File: config.mk
export PLATFORM = sky130hd
export DESIGN_NAME = ordered_list_table_engine
export DESIGN_NICKNAME = d
export VERILOG_FILES = /design/src/rtl/olte_pkg.sv /design/src/rtl/olte_datapath.sv /design/src/rtl/olte_ctrl.sv /design/src/rtl/ordered_list_table_engine.sv
export SDC_FILE = /design/constraint.sdc
export NUM_CORES = 2
export LEC_CHECK = 0
export BUFFER_PORTS_ARGS = -buffer_cell sky130_fd_sc_hd__buf_2
export CELL_PAD_IN_SITES_DETAIL_PLACEMENT = 1
export CELL_PAD_IN_SITES_GLOBAL_PLACEMENT = 2
export CORE_MARGIN = 1.5
export CORE_UTILIZATION = 35
export DETAILED_ROUTE_END_ITERATION = 16
export PLACE_DENSITY_LB_ADDON = 0.15
export SETUP_SLACK_MARGIN = 0.3
export SYNTH_ARGS = -nofsm -noshare
export SYNTH_HDL_FRONTEND = slang
export SYNTH_SLANG_ARGS = --single-unit
export TNS_END_PERCENT = 50
File: constraint.sdc
create_clock -name clk -period 4.4 [get_ports clk]
set_input_delay 0.88 -clock clk [delete_from_list [all_inputs] [get_ports clk]]
set_output_delay 0.88 -clock clk [all_outputs]
set_load 0.05 [all_outputs]
File: src/rtl/olte_pkg.sv
// shared types and constants for the ordered list table engine
// no dependencies; imported by every module of the block

package olte_pkg;

  // list capacity and derived widths
  localparam int DEPTH  = 32;
  localparam int ADDR_W = $clog2(DEPTH);
  localparam int CNT_W  = $clog2(DEPTH + 1);
  localparam int VAL_W  = 32;
  localparam int POS_W  = 8;
  localparam int CMD_W  = 3;
  localparam int STS_W  = 2;
  localparam int FND_W  = 6;
  localparam int TOT_W  = 6;
  localparam int CMP_W  = ((POS_W > CNT_W) ? POS_W : CNT_W) + 1;

  // stream payload widths
  localparam int IN_DATA_W  = 40;
  localparam int OUT_DATA_W = 16;

  typedef enum logic [CMD_W-1:0] {
    CMD_INS_FRONT = 3'd0,
    CMD_INS_END   = 3'd1,
    CMD_INS_AT    = 3'd2,
    CMD_DEL_VAL   = 3'd3,
    CMD_DEL_AT    = 3'd4,
    CMD_SEARCH    = 3'd5,
    CMD_PALIN     = 3'd6
  } cmd_t;

  typedef enum logic [STS_W-1:0] {
    ST_OK        = 2'd0,
    ST_FULL      = 2'd1,
    ST_NOT_FOUND = 2'd2
  } status_t;

  typedef enum logic [3:0] {
    S_IDLE,
    S_DECODE,
    S_UP_CHK,
    S_UP_WR,
    S_DN_CHK,
    S_DN_WR,
    S_SC_CHK,
    S_SC_CMP,
    S_PA_RDA,
    S_PA_RDB,
    S_PA_CMP,
    S_FIN
  } state_t;

  // index register updates
  typedef enum logic [2:0] {
    K_HOLD, K_ZERO, K_COUNT, K_POSM1, K_INC, K_DEC
  } kop_t;

  typedef enum logic [2:0] {
    J_HOLD, J_ZERO, J_COUNT, J_POSM1, J_LAST, J_DEC
  } jop_t;

  // store read address select
  typedef enum logic [1:0] {
    RD_K, RD_KM1, RD_KP1, RD_J
  } rsel_t;

  // controller to datapath commands
  typedef struct packed {
    logic    capture;
    kop_t    k_op;
    jop_t    j_op;
    logic    rd_en;
    rsel_t   rd_sel;
    logic    wr_en;
    logic    wr_val;
    logic    cnt_inc;
    logic    cnt_dec;
    logic    hold_ld;
    logic    res_ld;
    status_t res_status;
    logic    res_found;
    logic    res_pal;
  } dp_ctl_t;

  // datapath to controller status
  typedef struct packed {
    logic full;
    logic ins_pos_ok;
    logic del_pos_ok;
    logic pal_go;
    logic k_gt_j;
    logic k_lt_j;
    logic k_lt_cnt;
    logic kp1_lt_cnt;
    logic match;
    logic differ;
    logic out_busy;
  } dp_stat_t;

endpackage

File: src/rtl/olte_datapath.sv
// datapath: list store, entry count, index registers and result register
// depends on olte_pkg; driven by olte_ctrl

module olte_datapath
  import olte_pkg::*;
(
  input  logic                  clk,
  input  logic                  rst_n,
  input  dp_ctl_t               ctl,
  output dp_stat_t              stat,
  input  logic [VAL_W-1:0]      in_value,
  input  logic [POS_W-1:0]      in_position,
  output logic                  out_tvalid,
  input  logic                  out_tready,
  output logic [OUT_DATA_W-1:0] out_tdata
);

  logic [VAL_W-1:0]  mem [DEPTH];
  logic [VAL_W-1:0]  rdata_r;
  logic [VAL_W-1:0]  hold_r;
  logic [VAL_W-1:0]  val_r;
  logic [POS_W-1:0]  pos_r;
  logic [CNT_W-1:0]  count_r, count_nxt;
  logic [CNT_W-1:0]  k_r, k_nxt;
  logic [CNT_W-1:0]  j_r, j_nxt;
  logic [CNT_W-1:0]  pos_m1;
  logic [CNT_W-1:0]  rd_idx;
  logic [CMP_W-1:0]  pos_w, cnt_w;

  logic              out_valid_r;
  logic [STS_W-1:0]  res_status_r;
  logic [FND_W-1:0]  res_found_r;
  logic              res_pal_r;
  logic [TOT_W-1:0]  res_total_r;

  assign pos_w  = CMP_W'(pos_r);
  assign cnt_w  = CMP_W'(count_r);
  assign pos_m1 = CNT_W'(pos_r - POS_W'(1));

  // status toward the controller
  always_comb begin
    stat.full       = (count_r == CNT_W'(DEPTH));
    stat.ins_pos_ok = (pos_r != '0) && (pos_w <= cnt_w + CMP_W'(1));
    stat.del_pos_ok = (pos_r != '0) && (pos_w <= cnt_w);
    stat.pal_go     = (count_r >= CNT_W'(2));
    stat.k_gt_j     = (k_r > j_r);
    stat.k_lt_j     = (k_r < j_r);
    stat.k_lt_cnt   = (k_r < count_r);
    stat.kp1_lt_cnt = ((CMP_W'(k_r) + CMP_W'(1)) < cnt_w);
    stat.match      = (rdata_r == val_r);
    stat.differ     = (rdata_r != hold_r);
    stat.out_busy   = out_valid_r && !out_tready;
  end

  always_comb begin
    case (ctl.k_op)
      K_ZERO:  k_nxt = '0;
      K_COUNT: k_nxt = count_r;
      K_POSM1: k_nxt = pos_m1;
      K_INC:   k_nxt = k_r + CNT_W'(1);
      K_DEC:   k_nxt = k_r - CNT_W'(1);
      default: k_nxt = k_r;
    endcase
    case (ctl.j_op)
      J_ZERO:  j_nxt = '0;
      J_COUNT: j_nxt = count_r;
      J_POSM1: j_nxt = pos_m1;
      J_LAST:  j_nxt = count_r - CNT_W'(1);
      J_DEC:   j_nxt = j_r - CNT_W'(1);
      default: j_nxt = j_r;
    endcase
    case (ctl.rd_sel)
      RD_KM1:  rd_idx = k_r - CNT_W'(1);
      RD_KP1:  rd_idx = k_r + CNT_W'(1);
      RD_J:    rd_idx = j_r;
      default: rd_idx = k_r;
    endcase
    count_nxt = count_r;
    if (ctl.cnt_inc) begin
      count_nxt = count_r + CNT_W'(1);
    end else if (ctl.cnt_dec) begin
      count_nxt = count_r - CNT_W'(1);
    end
  end

  // list store, one read and one write port, registered read data
  always_ff @(posedge clk) begin
    if (ctl.wr_en) begin
      mem[k_r[ADDR_W-1:0]] <= ctl.wr_val ? val_r : rdata_r;
    end
    if (ctl.rd_en) begin
      rdata_r <= mem[rd_idx[ADDR_W-1:0]];
    end
  end

  // payload registers
  always_ff @(posedge clk) begin
    k_r <= k_nxt;
    j_r <= j_nxt;
    if (ctl.capture) begin
      val_r <= in_value;
      pos_r <= in_position;
    end
    if (ctl.hold_ld) begin
      hold_r <= rdata_r;
    end
    if (ctl.res_ld) begin
      res_status_r <= ctl.res_status;
      res_found_r  <= ctl.res_found ? FND_W'(k_r + CNT_W'(1)) : '0;
      res_pal_r    <= ctl.res_pal;
      res_total_r  <= TOT_W'(count_r);
    end
  end

  // control registers
  always_ff @(posedge clk) begin
    if (!rst_n) begin
      count_r     <= '0;
      out_valid_r <= 1'b0;
    end else begin
      count_r <= count_nxt;
      if (ctl.res_ld) begin
        out_valid_r <= 1'b1;
      end else if (out_tready) begin
        out_valid_r <= 1'b0;
      end
    end
  end

  assign out_tvalid = out_valid_r;
  assign out_tdata  = {1'b0, res_total_r, res_pal_r, res_found_r, res_status_r};

endmodule

File: src/rtl/olte_ctrl.sv
// controller state machine: sequences shifts, scans and compares per command
// depends on olte_pkg; drives olte_datapath

module olte_ctrl
  import olte_pkg::*;
(
  input  logic             clk,
  input  logic             rst_n,
  input  logic             in_tvalid,
  output logic             in_tready,
  input  logic [CMD_W-1:0] in_cmd,
  input  dp_stat_t         stat,
  output dp_ctl_t          ctl
);

  state_t  state_r, state_nxt;
  cmd_t    cmd_r, cmd_nxt;
  status_t stat_r, stat_nxt;
  logic    fnd_r, fnd_nxt;
  logic    pal_r, pal_nxt;

  always_ff @(posedge clk) begin
    if (!rst_n) begin
      state_r <= S_IDLE;
      cmd_r   <= CMD_INS_FRONT;
      stat_r  <= ST_OK;
      fnd_r   <= 1'b0;
      pal_r   <= 1'b0;
    end else begin
      state_r <= state_nxt;
      cmd_r   <= cmd_nxt;
      stat_r  <= stat_nxt;
      fnd_r   <= fnd_nxt;
      pal_r   <= pal_nxt;
    end
  end

  always_comb begin
    state_nxt = state_r;
    cmd_nxt   = cmd_r;
    stat_nxt  = stat_r;
    fnd_nxt   = fnd_r;
    pal_nxt   = pal_r;
    in_tready = 1'b0;
    ctl       = '0;
    ctl.res_status = stat_r;
    ctl.res_found  = fnd_r;
    ctl.res_pal    = pal_r;

    case (state_r)
      S_IDLE: begin
        in_tready = 1'b1;
        if (in_tvalid) begin
          ctl.capture = 1'b1;
          cmd_nxt     = cmd_t'(in_cmd);
          state_nxt   = S_DECODE;
        end
      end

      S_DECODE: begin
        stat_nxt = ST_OK;
        fnd_nxt  = 1'b0;
        pal_nxt  = 1'b0;
        case (cmd_r)
          CMD_INS_FRONT, CMD_INS_END, CMD_INS_AT: begin
            if (stat.full) begin
              stat_nxt  = ST_FULL;
              state_nxt = S_FIN;
            end else if (cmd_r == CMD_INS_AT && !stat.ins_pos_ok) begin
              stat_nxt  = ST_NOT_FOUND;
              state_nxt = S_FIN;
            end else begin
              ctl.k_op = K_COUNT;
              if (cmd_r == CMD_INS_FRONT) begin
                ctl.j_op = J_ZERO;
              end else if (cmd_r == CMD_INS_END) begin
                ctl.j_op = J_COUNT;
              end else begin
                ctl.j_op = J_POSM1;
              end
              state_nxt = S_UP_CHK;
            end
          end
          CMD_DEL_AT: begin
            if (stat.del_pos_ok) begin
              ctl.k_op  = K_POSM1;
              state_nxt = S_DN_CHK;
            end else begin
              stat_nxt  = ST_NOT_FOUND;
              state_nxt = S_FIN;
            end
          end
          CMD_DEL_VAL, CMD_SEARCH: begin
            ctl.k_op  = K_ZERO;
            state_nxt = S_SC_CHK;
          end
          CMD_PALIN: begin
            if (stat.pal_go) begin
              ctl.k_op  = K_ZERO;
              ctl.j_op  = J_LAST;
              state_nxt = S_PA_RDA;
            end else begin
              pal_nxt   = 1'b1;
              state_nxt = S_FIN;
            end
          end
          default: begin
            stat_nxt  = ST_NOT_FOUND;
            state_nxt = S_FIN;
          end
        endcase
      end

      // open a gap: move entries up from the tail down to the target
      S_UP_CHK: begin
        if (stat.k_gt_j) begin
          ctl.rd_en  = 1'b1;
          ctl.rd_sel = RD_KM1;
          state_nxt  = S_UP_WR;
        end else begin
          ctl.wr_en   = 1'b1;
          ctl.wr_val  = 1'b1;
          ctl.cnt_inc = 1'b1;
          state_nxt   = S_FIN;
        end
      end

      S_UP_WR: begin
        ctl.wr_en = 1'b1;
        ctl.k_op  = K_DEC;
        state_nxt = S_UP_CHK;
      end

      // close the gap: move entries down toward the removed slot
      S_DN_CHK: begin
        if (stat.kp1_lt_cnt) begin
          ctl.rd_en  = 1'b1;
          ctl.rd_sel = RD_KP1;
          state_nxt  = S_DN_WR;
        end else begin
          ctl.cnt_dec = 1'b1;
          state_nxt   = S_FIN;
        end
      end

      S_DN_WR: begin
        ctl.wr_en = 1'b1;
        ctl.k_op  = K_INC;
        state_nxt = S_DN_CHK;
      end

      // linear scan for the first match
      S_SC_CHK: begin
        if (stat.k_lt_cnt) begin
          ctl.rd_en  = 1'b1;
          ctl.rd_sel = RD_K;
          state_nxt  = S_SC_CMP;
        end else begin
          stat_nxt  = ST_NOT_FOUND;
          state_nxt = S_FIN;
        end
      end

      S_SC_CMP: begin
        if (stat.match) begin
          if (cmd_r == CMD_SEARCH) begin
            fnd_nxt   = 1'b1;
            state_nxt = S_FIN;
          end else begin
            state_nxt = S_DN_CHK;
          end
        end else begin
          ctl.k_op  = K_INC;
          state_nxt = S_SC_CHK;
        end
      end

      // compare pairs from both ends toward the middle
      S_PA_RDA: begin
        if (stat.k_lt_j) begin
          ctl.rd_en  = 1'b1;
          ctl.rd_sel = RD_K;
          state_nxt  = S_PA_RDB;
        end else begin
          pal_nxt   = 1'b1;
          state_nxt = S_FIN;
        end
      end

      S_PA_RDB: begin
        ctl.hold_ld = 1'b1;
        ctl.rd_en   = 1'b1;
        ctl.rd_sel  = RD_J;
        state_nxt   = S_PA_CMP;
      end

      S_PA_CMP: begin
        if (stat.differ) begin
          state_nxt = S_FIN;
        end else begin
          ctl.k_op  = K_INC;
          ctl.j_op  = J_DEC;
          state_nxt = S_PA_RDA;
        end
      end

      S_FIN: begin
        if (!stat.out_busy) begin
          ctl.res_ld = 1'b1;
          state_nxt  = S_IDLE;
        end
      end

      default: begin
        state_nxt = S_IDLE;
      end
    endcase
  end

endmodule

File: src/rtl/ordered_list_table_engine.sv
// top level of the ordered list table engine
// depends on olte_pkg, olte_ctrl and olte_datapath
//
// keeps an ordered list of up to DEPTH (32) signed words and runs one command
// per input transfer: insert front/end/at, delete value/at, search, palindrome
// input channel: in_tuser carries the command, in_tdata the value and position
// result channel: one transfer per command with status, found position,
// palindrome flag and the entry count after the command
// inserts and deletes do one store read and one store write per shifted
// entry, a scan does one store read and one compare per entry, and the
// palindrome check does two store reads and one compare per pair; the
// store has a single read and a single write port
// one command is worked at a time; in_tready is high only while idle
// the result sits in an output register, so a new command is taken while the
// previous result waits; a stalled receiver holds the next result back
// reset clears the entry count and the output valid; store contents are
// left as they are and only entries below the count are ever read

module ordered_list_table_engine
  import olte_pkg::*;
(
  input  logic                  clk,
  input  logic                  rst_n,
  // input channel
  input  logic                  in_tvalid,
  output logic                  in_tready,
  input  logic [IN_DATA_W-1:0]  in_tdata,   // item_value[31:0], item_position[39:32]
  input  logic [CMD_W-1:0]      in_tuser,   // command[2:0]
  // result channel
  output logic                  out_tvalid,
  input  logic                  out_tready,
  output logic [OUT_DATA_W-1:0] out_tdata   // status[1:0], found_position[7:2],
                                            // is_palindrome[8], entry_total[14:9]
);

  dp_ctl_t  ctl;    // commands from the state machine
  dp_stat_t stat;   // compare results and flags back to it

  olte_ctrl u_ctrl (
    .clk       (clk),
    .rst_n     (rst_n),
    .in_tvalid (in_tvalid),
    .in_tready (in_tready),
    .in_cmd    (in_tuser),
    .stat      (stat),
    .ctl       (ctl)
  );

  // value and position are latched on the input transfer
  olte_datapath u_dp (
    .clk         (clk),
    .rst_n       (rst_n),
    .ctl         (ctl),
    .stat        (stat),
    .in_value    (in_tdata[VAL_W-1:0]),
    .in_position (in_tdata[VAL_W+POS_W-1:VAL_W]),
    .out_tvalid  (out_tvalid),
    .out_tready  (out_tready),
    .out_tdata   (out_tdata)
  );

endmodule

==> summary.md <==
| Metric | Value |
|---|---|
| Outcome | finished, final reports clean |
| Worst reg2reg path endpoint | u_dp.rdata_r[12] |
| Post-DRT Antenna Nets | 0 |
| Hold WS | between 200 and 300 ps |
| DR WL/cell | around 33 um |
| Synth Warn # | 0 |
| Core footprint | between 0.1 and 0.15 mm^2 |
| Sequential area share after synthesis | about 74% |
| Synthesis-to-layout area growth | 20.5% |
| Reg clk slew, reported paths | 60 ps |
| Vias in the first global route | 30000 |
| Clock tree buffer depth | 3 |
| Die ar. | around 0.14 mm^2 |
| Inst Count DP | ~4700 |
| Residual DRC | 0 |
| Reg2reg start | u_dp.k_r[1] |
| Asr flop ratio synth | 0% |
| Critical Path AT | 4510 ps |
| Total power | 43.6 mW |
| Worst-Skew Late Latency | about 780 ps |
| Reg2Reg Depth | 17 |
| Root Buffer Master | clkbuf_16 |
| Leakage | roughly 18 nW |
| Post-synthesis cell count | roughly 2900 |
| Synthesized area per cell | 16.2 um^2 |
| Most frequent cells in the layout | edfxtp_1 (1155), nand2_1 (398), a21oi_1 (283) |
| Syn_nets | approximately 3000 |
| CTS tree | built |
| Post-synth EDFFs | roughly 1200 |
| Flop-to-flop setup slack | slightly below 400 ps |
| Achievable frequency | about 250 MHz |
| Final #Nets | around 3300 |
| Cell variety after synth | 66 |
| Dominant cells by area after synthesis | edfxtp_1 (74%), mux4_2 (6.1%), nand2_1 (3.3%) |
| # setup viols final | 0 |
| Total gr overflow | 0 |
| # clock sinks | roughly 1200 |
| I/O Buffers | 63 |
| Most common cell after layout, fill and taps aside | edfxtp_1 |
| Max_slew headroom | 31.7% |
| Vias | between 20000 and 30000 |
| Kind of critical path | flip-flop to flip-flop |
| Drt initial violations | 2956 |
| Crit path required time | 4900 ps |
| Share of the synthesized area in the top cell type | between 70% and 80% |
| Worst Path Max Fanout | 23 |
| First-pass GRT wire length | 231000 um |
| Initial antenna violation count | 3 |
| Largest net degree at the start of global routing | 61 |
| Total Routing Usage GR | ~24% |
| Detailed Route WL | 167000 um |
| ANT cells | 0 |
| Crit path to | u_dp.rdata_r[12] |
| CP endpoint kind | flip-flop |
| Final Hold Viols | 0 |
| First-pass DRT Iterations | 5 |
| RD Place Congestion | 0.799 |
| RSZ-0062 raised after global routing | yes |
| Crit path time final | 4010 ps |
| Hold Path Cell Cnt | 1 |
| Vias per Instance | 5.76 |
| Layout Cells excl Fill | a little over 5000 |
| CTS buffer count | approximately 130 |
| Netlist Area Pre-Place | around 0.047 mm^2 |
| Io pins | between 60 and 70 |
| Cell taking the most area after synthesis | edfxtp_1 |
| Die Y | ~370 um |
| Setup TNS | 0 ps |
| Synthesized flop and latch total | 1173 |
| Ys flop type | edfxtp_1 |
| Hold Path Class | primary input to flip-flop |
| PD cells | 769 mW/mm^2 |
| DIE WIDTH | 370 um |
| H-tree level count | 4 |
| Worst-margin pin slew | slightly above 1000 ps |
| Max Cap Viol | 0 |
| Startpoint types | flip-flop |
| DP HPWL | between 80000 and 90000 um |
| Pins Over Slew Limit | 0 |
| Starting Density | between 30% and 40% |
| CTS Hold Bufs | 0 |
| Fin Clk Skew | 23.3 ps |
| Share of post-route cells with drive strength above 1 | 22.3% |
| CP Launch Point | u_dp.k_r[1] |
| Final Cycle Share | between 90% and 100% |
| Row cnt | 134 |
| Worst VDD drop | 0.412 mV |
## worst min path at each step
stage / from / end
finish: in_tdata[34] / u_dp.pos_r[2]
floorplan: u_dp.count_r[2] / u_dp.res_total_r[2]
global route: in_tdata[34] / u_dp.pos_r[2]
CTS: in_tdata[5] / u_dp.val_r[5]
detailed placement: u_ctrl.stat_r[1] / u_dp.res_status_r[1]
global placement: u_ctrl.pal_r / u_dp.res_pal_r
## registers in the layout (all words and copies together) (netlist names)
name and count:
u_ctrl.state_r 4, u_dp.res_found_r 6, u_dp.res_total_r 6, u_dp.j_r 6
u_dp.res_pal_r 1, u_dp.pos_r 8, u_dp.hold_r 32, u_dp.res_status_r 2
u_ctrl.stat_r 2, u_dp.out_tvalid 1, u_dp.rdata_r 32, u_ctrl.fnd_r 1
u_dp.count_r 6, u_dp.mem 1024, u_dp.val_r 32, u_dp.k_r 6
u_ctrl.cmd_r 3, u_ctrl.pal_r 1
## logic make-up (layout without fill, tap and decap cells)
kind of cell / after synthesis / count (layout) / synth area share [%]
compound gates: 572 / 572 / 7.78
xor+xnor: 93 / 93 / 1.73
fa+ha+maj: 40 / 40 / 1.06
buf+inv: 197 / 563 / 1.94
flops: 1173 / 1173 / 74.5
mux: 135 / 135 / 6.28
other cells: 1 / 1 / 0.00797
simple gates: 693 / 693 / 6.73
## worst max-delay path: stages, from the launching register on
cell and delay, ps:
edfxtp_1 380, buf_4 160, ha_2 190, and3_4 210, xor2_4 160, ha_4 280, and4_1 190, o21ai_2 80
and3_4 200, buf_4 150, or4_4 490, a31oi_4 200, or2_4 180, buf_4 110, nand3_2 110, buf_12 220
o22ai_2 300, nor4_2 80
## metrics by stage
stage	util (%)	instance area, um^2	worst slack (ps)
6_report	42.5	56700	392
5_1_grt	42.5	56700	178
4_1_cts	42.1	56200	299
3_5_place_dp	38.5	51400	-183
3_3_place_gp	38.5	51400	-99.5
2_1_floorplan	-	47100	456
## where the power goes
part | leakage (nW) | switching, mW | internal (mW)
clock network | 1.93 | 4.52 | 5.86
registers | 10.6 | 0.802 | 15.5
logic | 5.94 | 10.8 | 6.15
## cell usage after synthesis, drive strengths merged, types with 40 or more instances
library cell,n
xnor2,54
nor2,62
buf,80
nand2,410
clkbuf,90
a221oi,129
a21oi,283
ha,40
edfxtp,1155
o22ai,65
nor4,46
nor3,84
mux4,128
## repair_timing
action                                  in CTS  in global routing
gates cloned                                 9                  5
resized for setup                           27                 74
endpoints found under the setup margin      32                537
setup buffers                               30                 12
pin swaps                                    5                 19
## layer usage
| metal | track usage [%] | share of wire [%] | up-vias | wire length (um) |
|---|---|---|---|---|
| met4 | 7.09 | 2.6 | 2 | 4400 |
| li1 | - | - | 12100 | - |
| met1 | 33.7 | 44 | 15700 | 73300 |
| met5 | 0 | 0.0090 | - | 15 |
| met3 | 3.59 | 5.5 | 255 | 9220 |
| met2 | 39.1 | 48 | 1000 | 80000 |
## cell type report
class | count | area, um^2
fillers | 13000 | 76700
multi-input cells | 1534 | 11800
inverters | 27 | 105
repair buffers | 298 | 3590
clock inverters | 66 | 457
clock buffers | 172 | 3540
well taps | 1768 | 2210
flip-flops and latches | 1173 | 35000
Power figures use the tool's default switching activity.
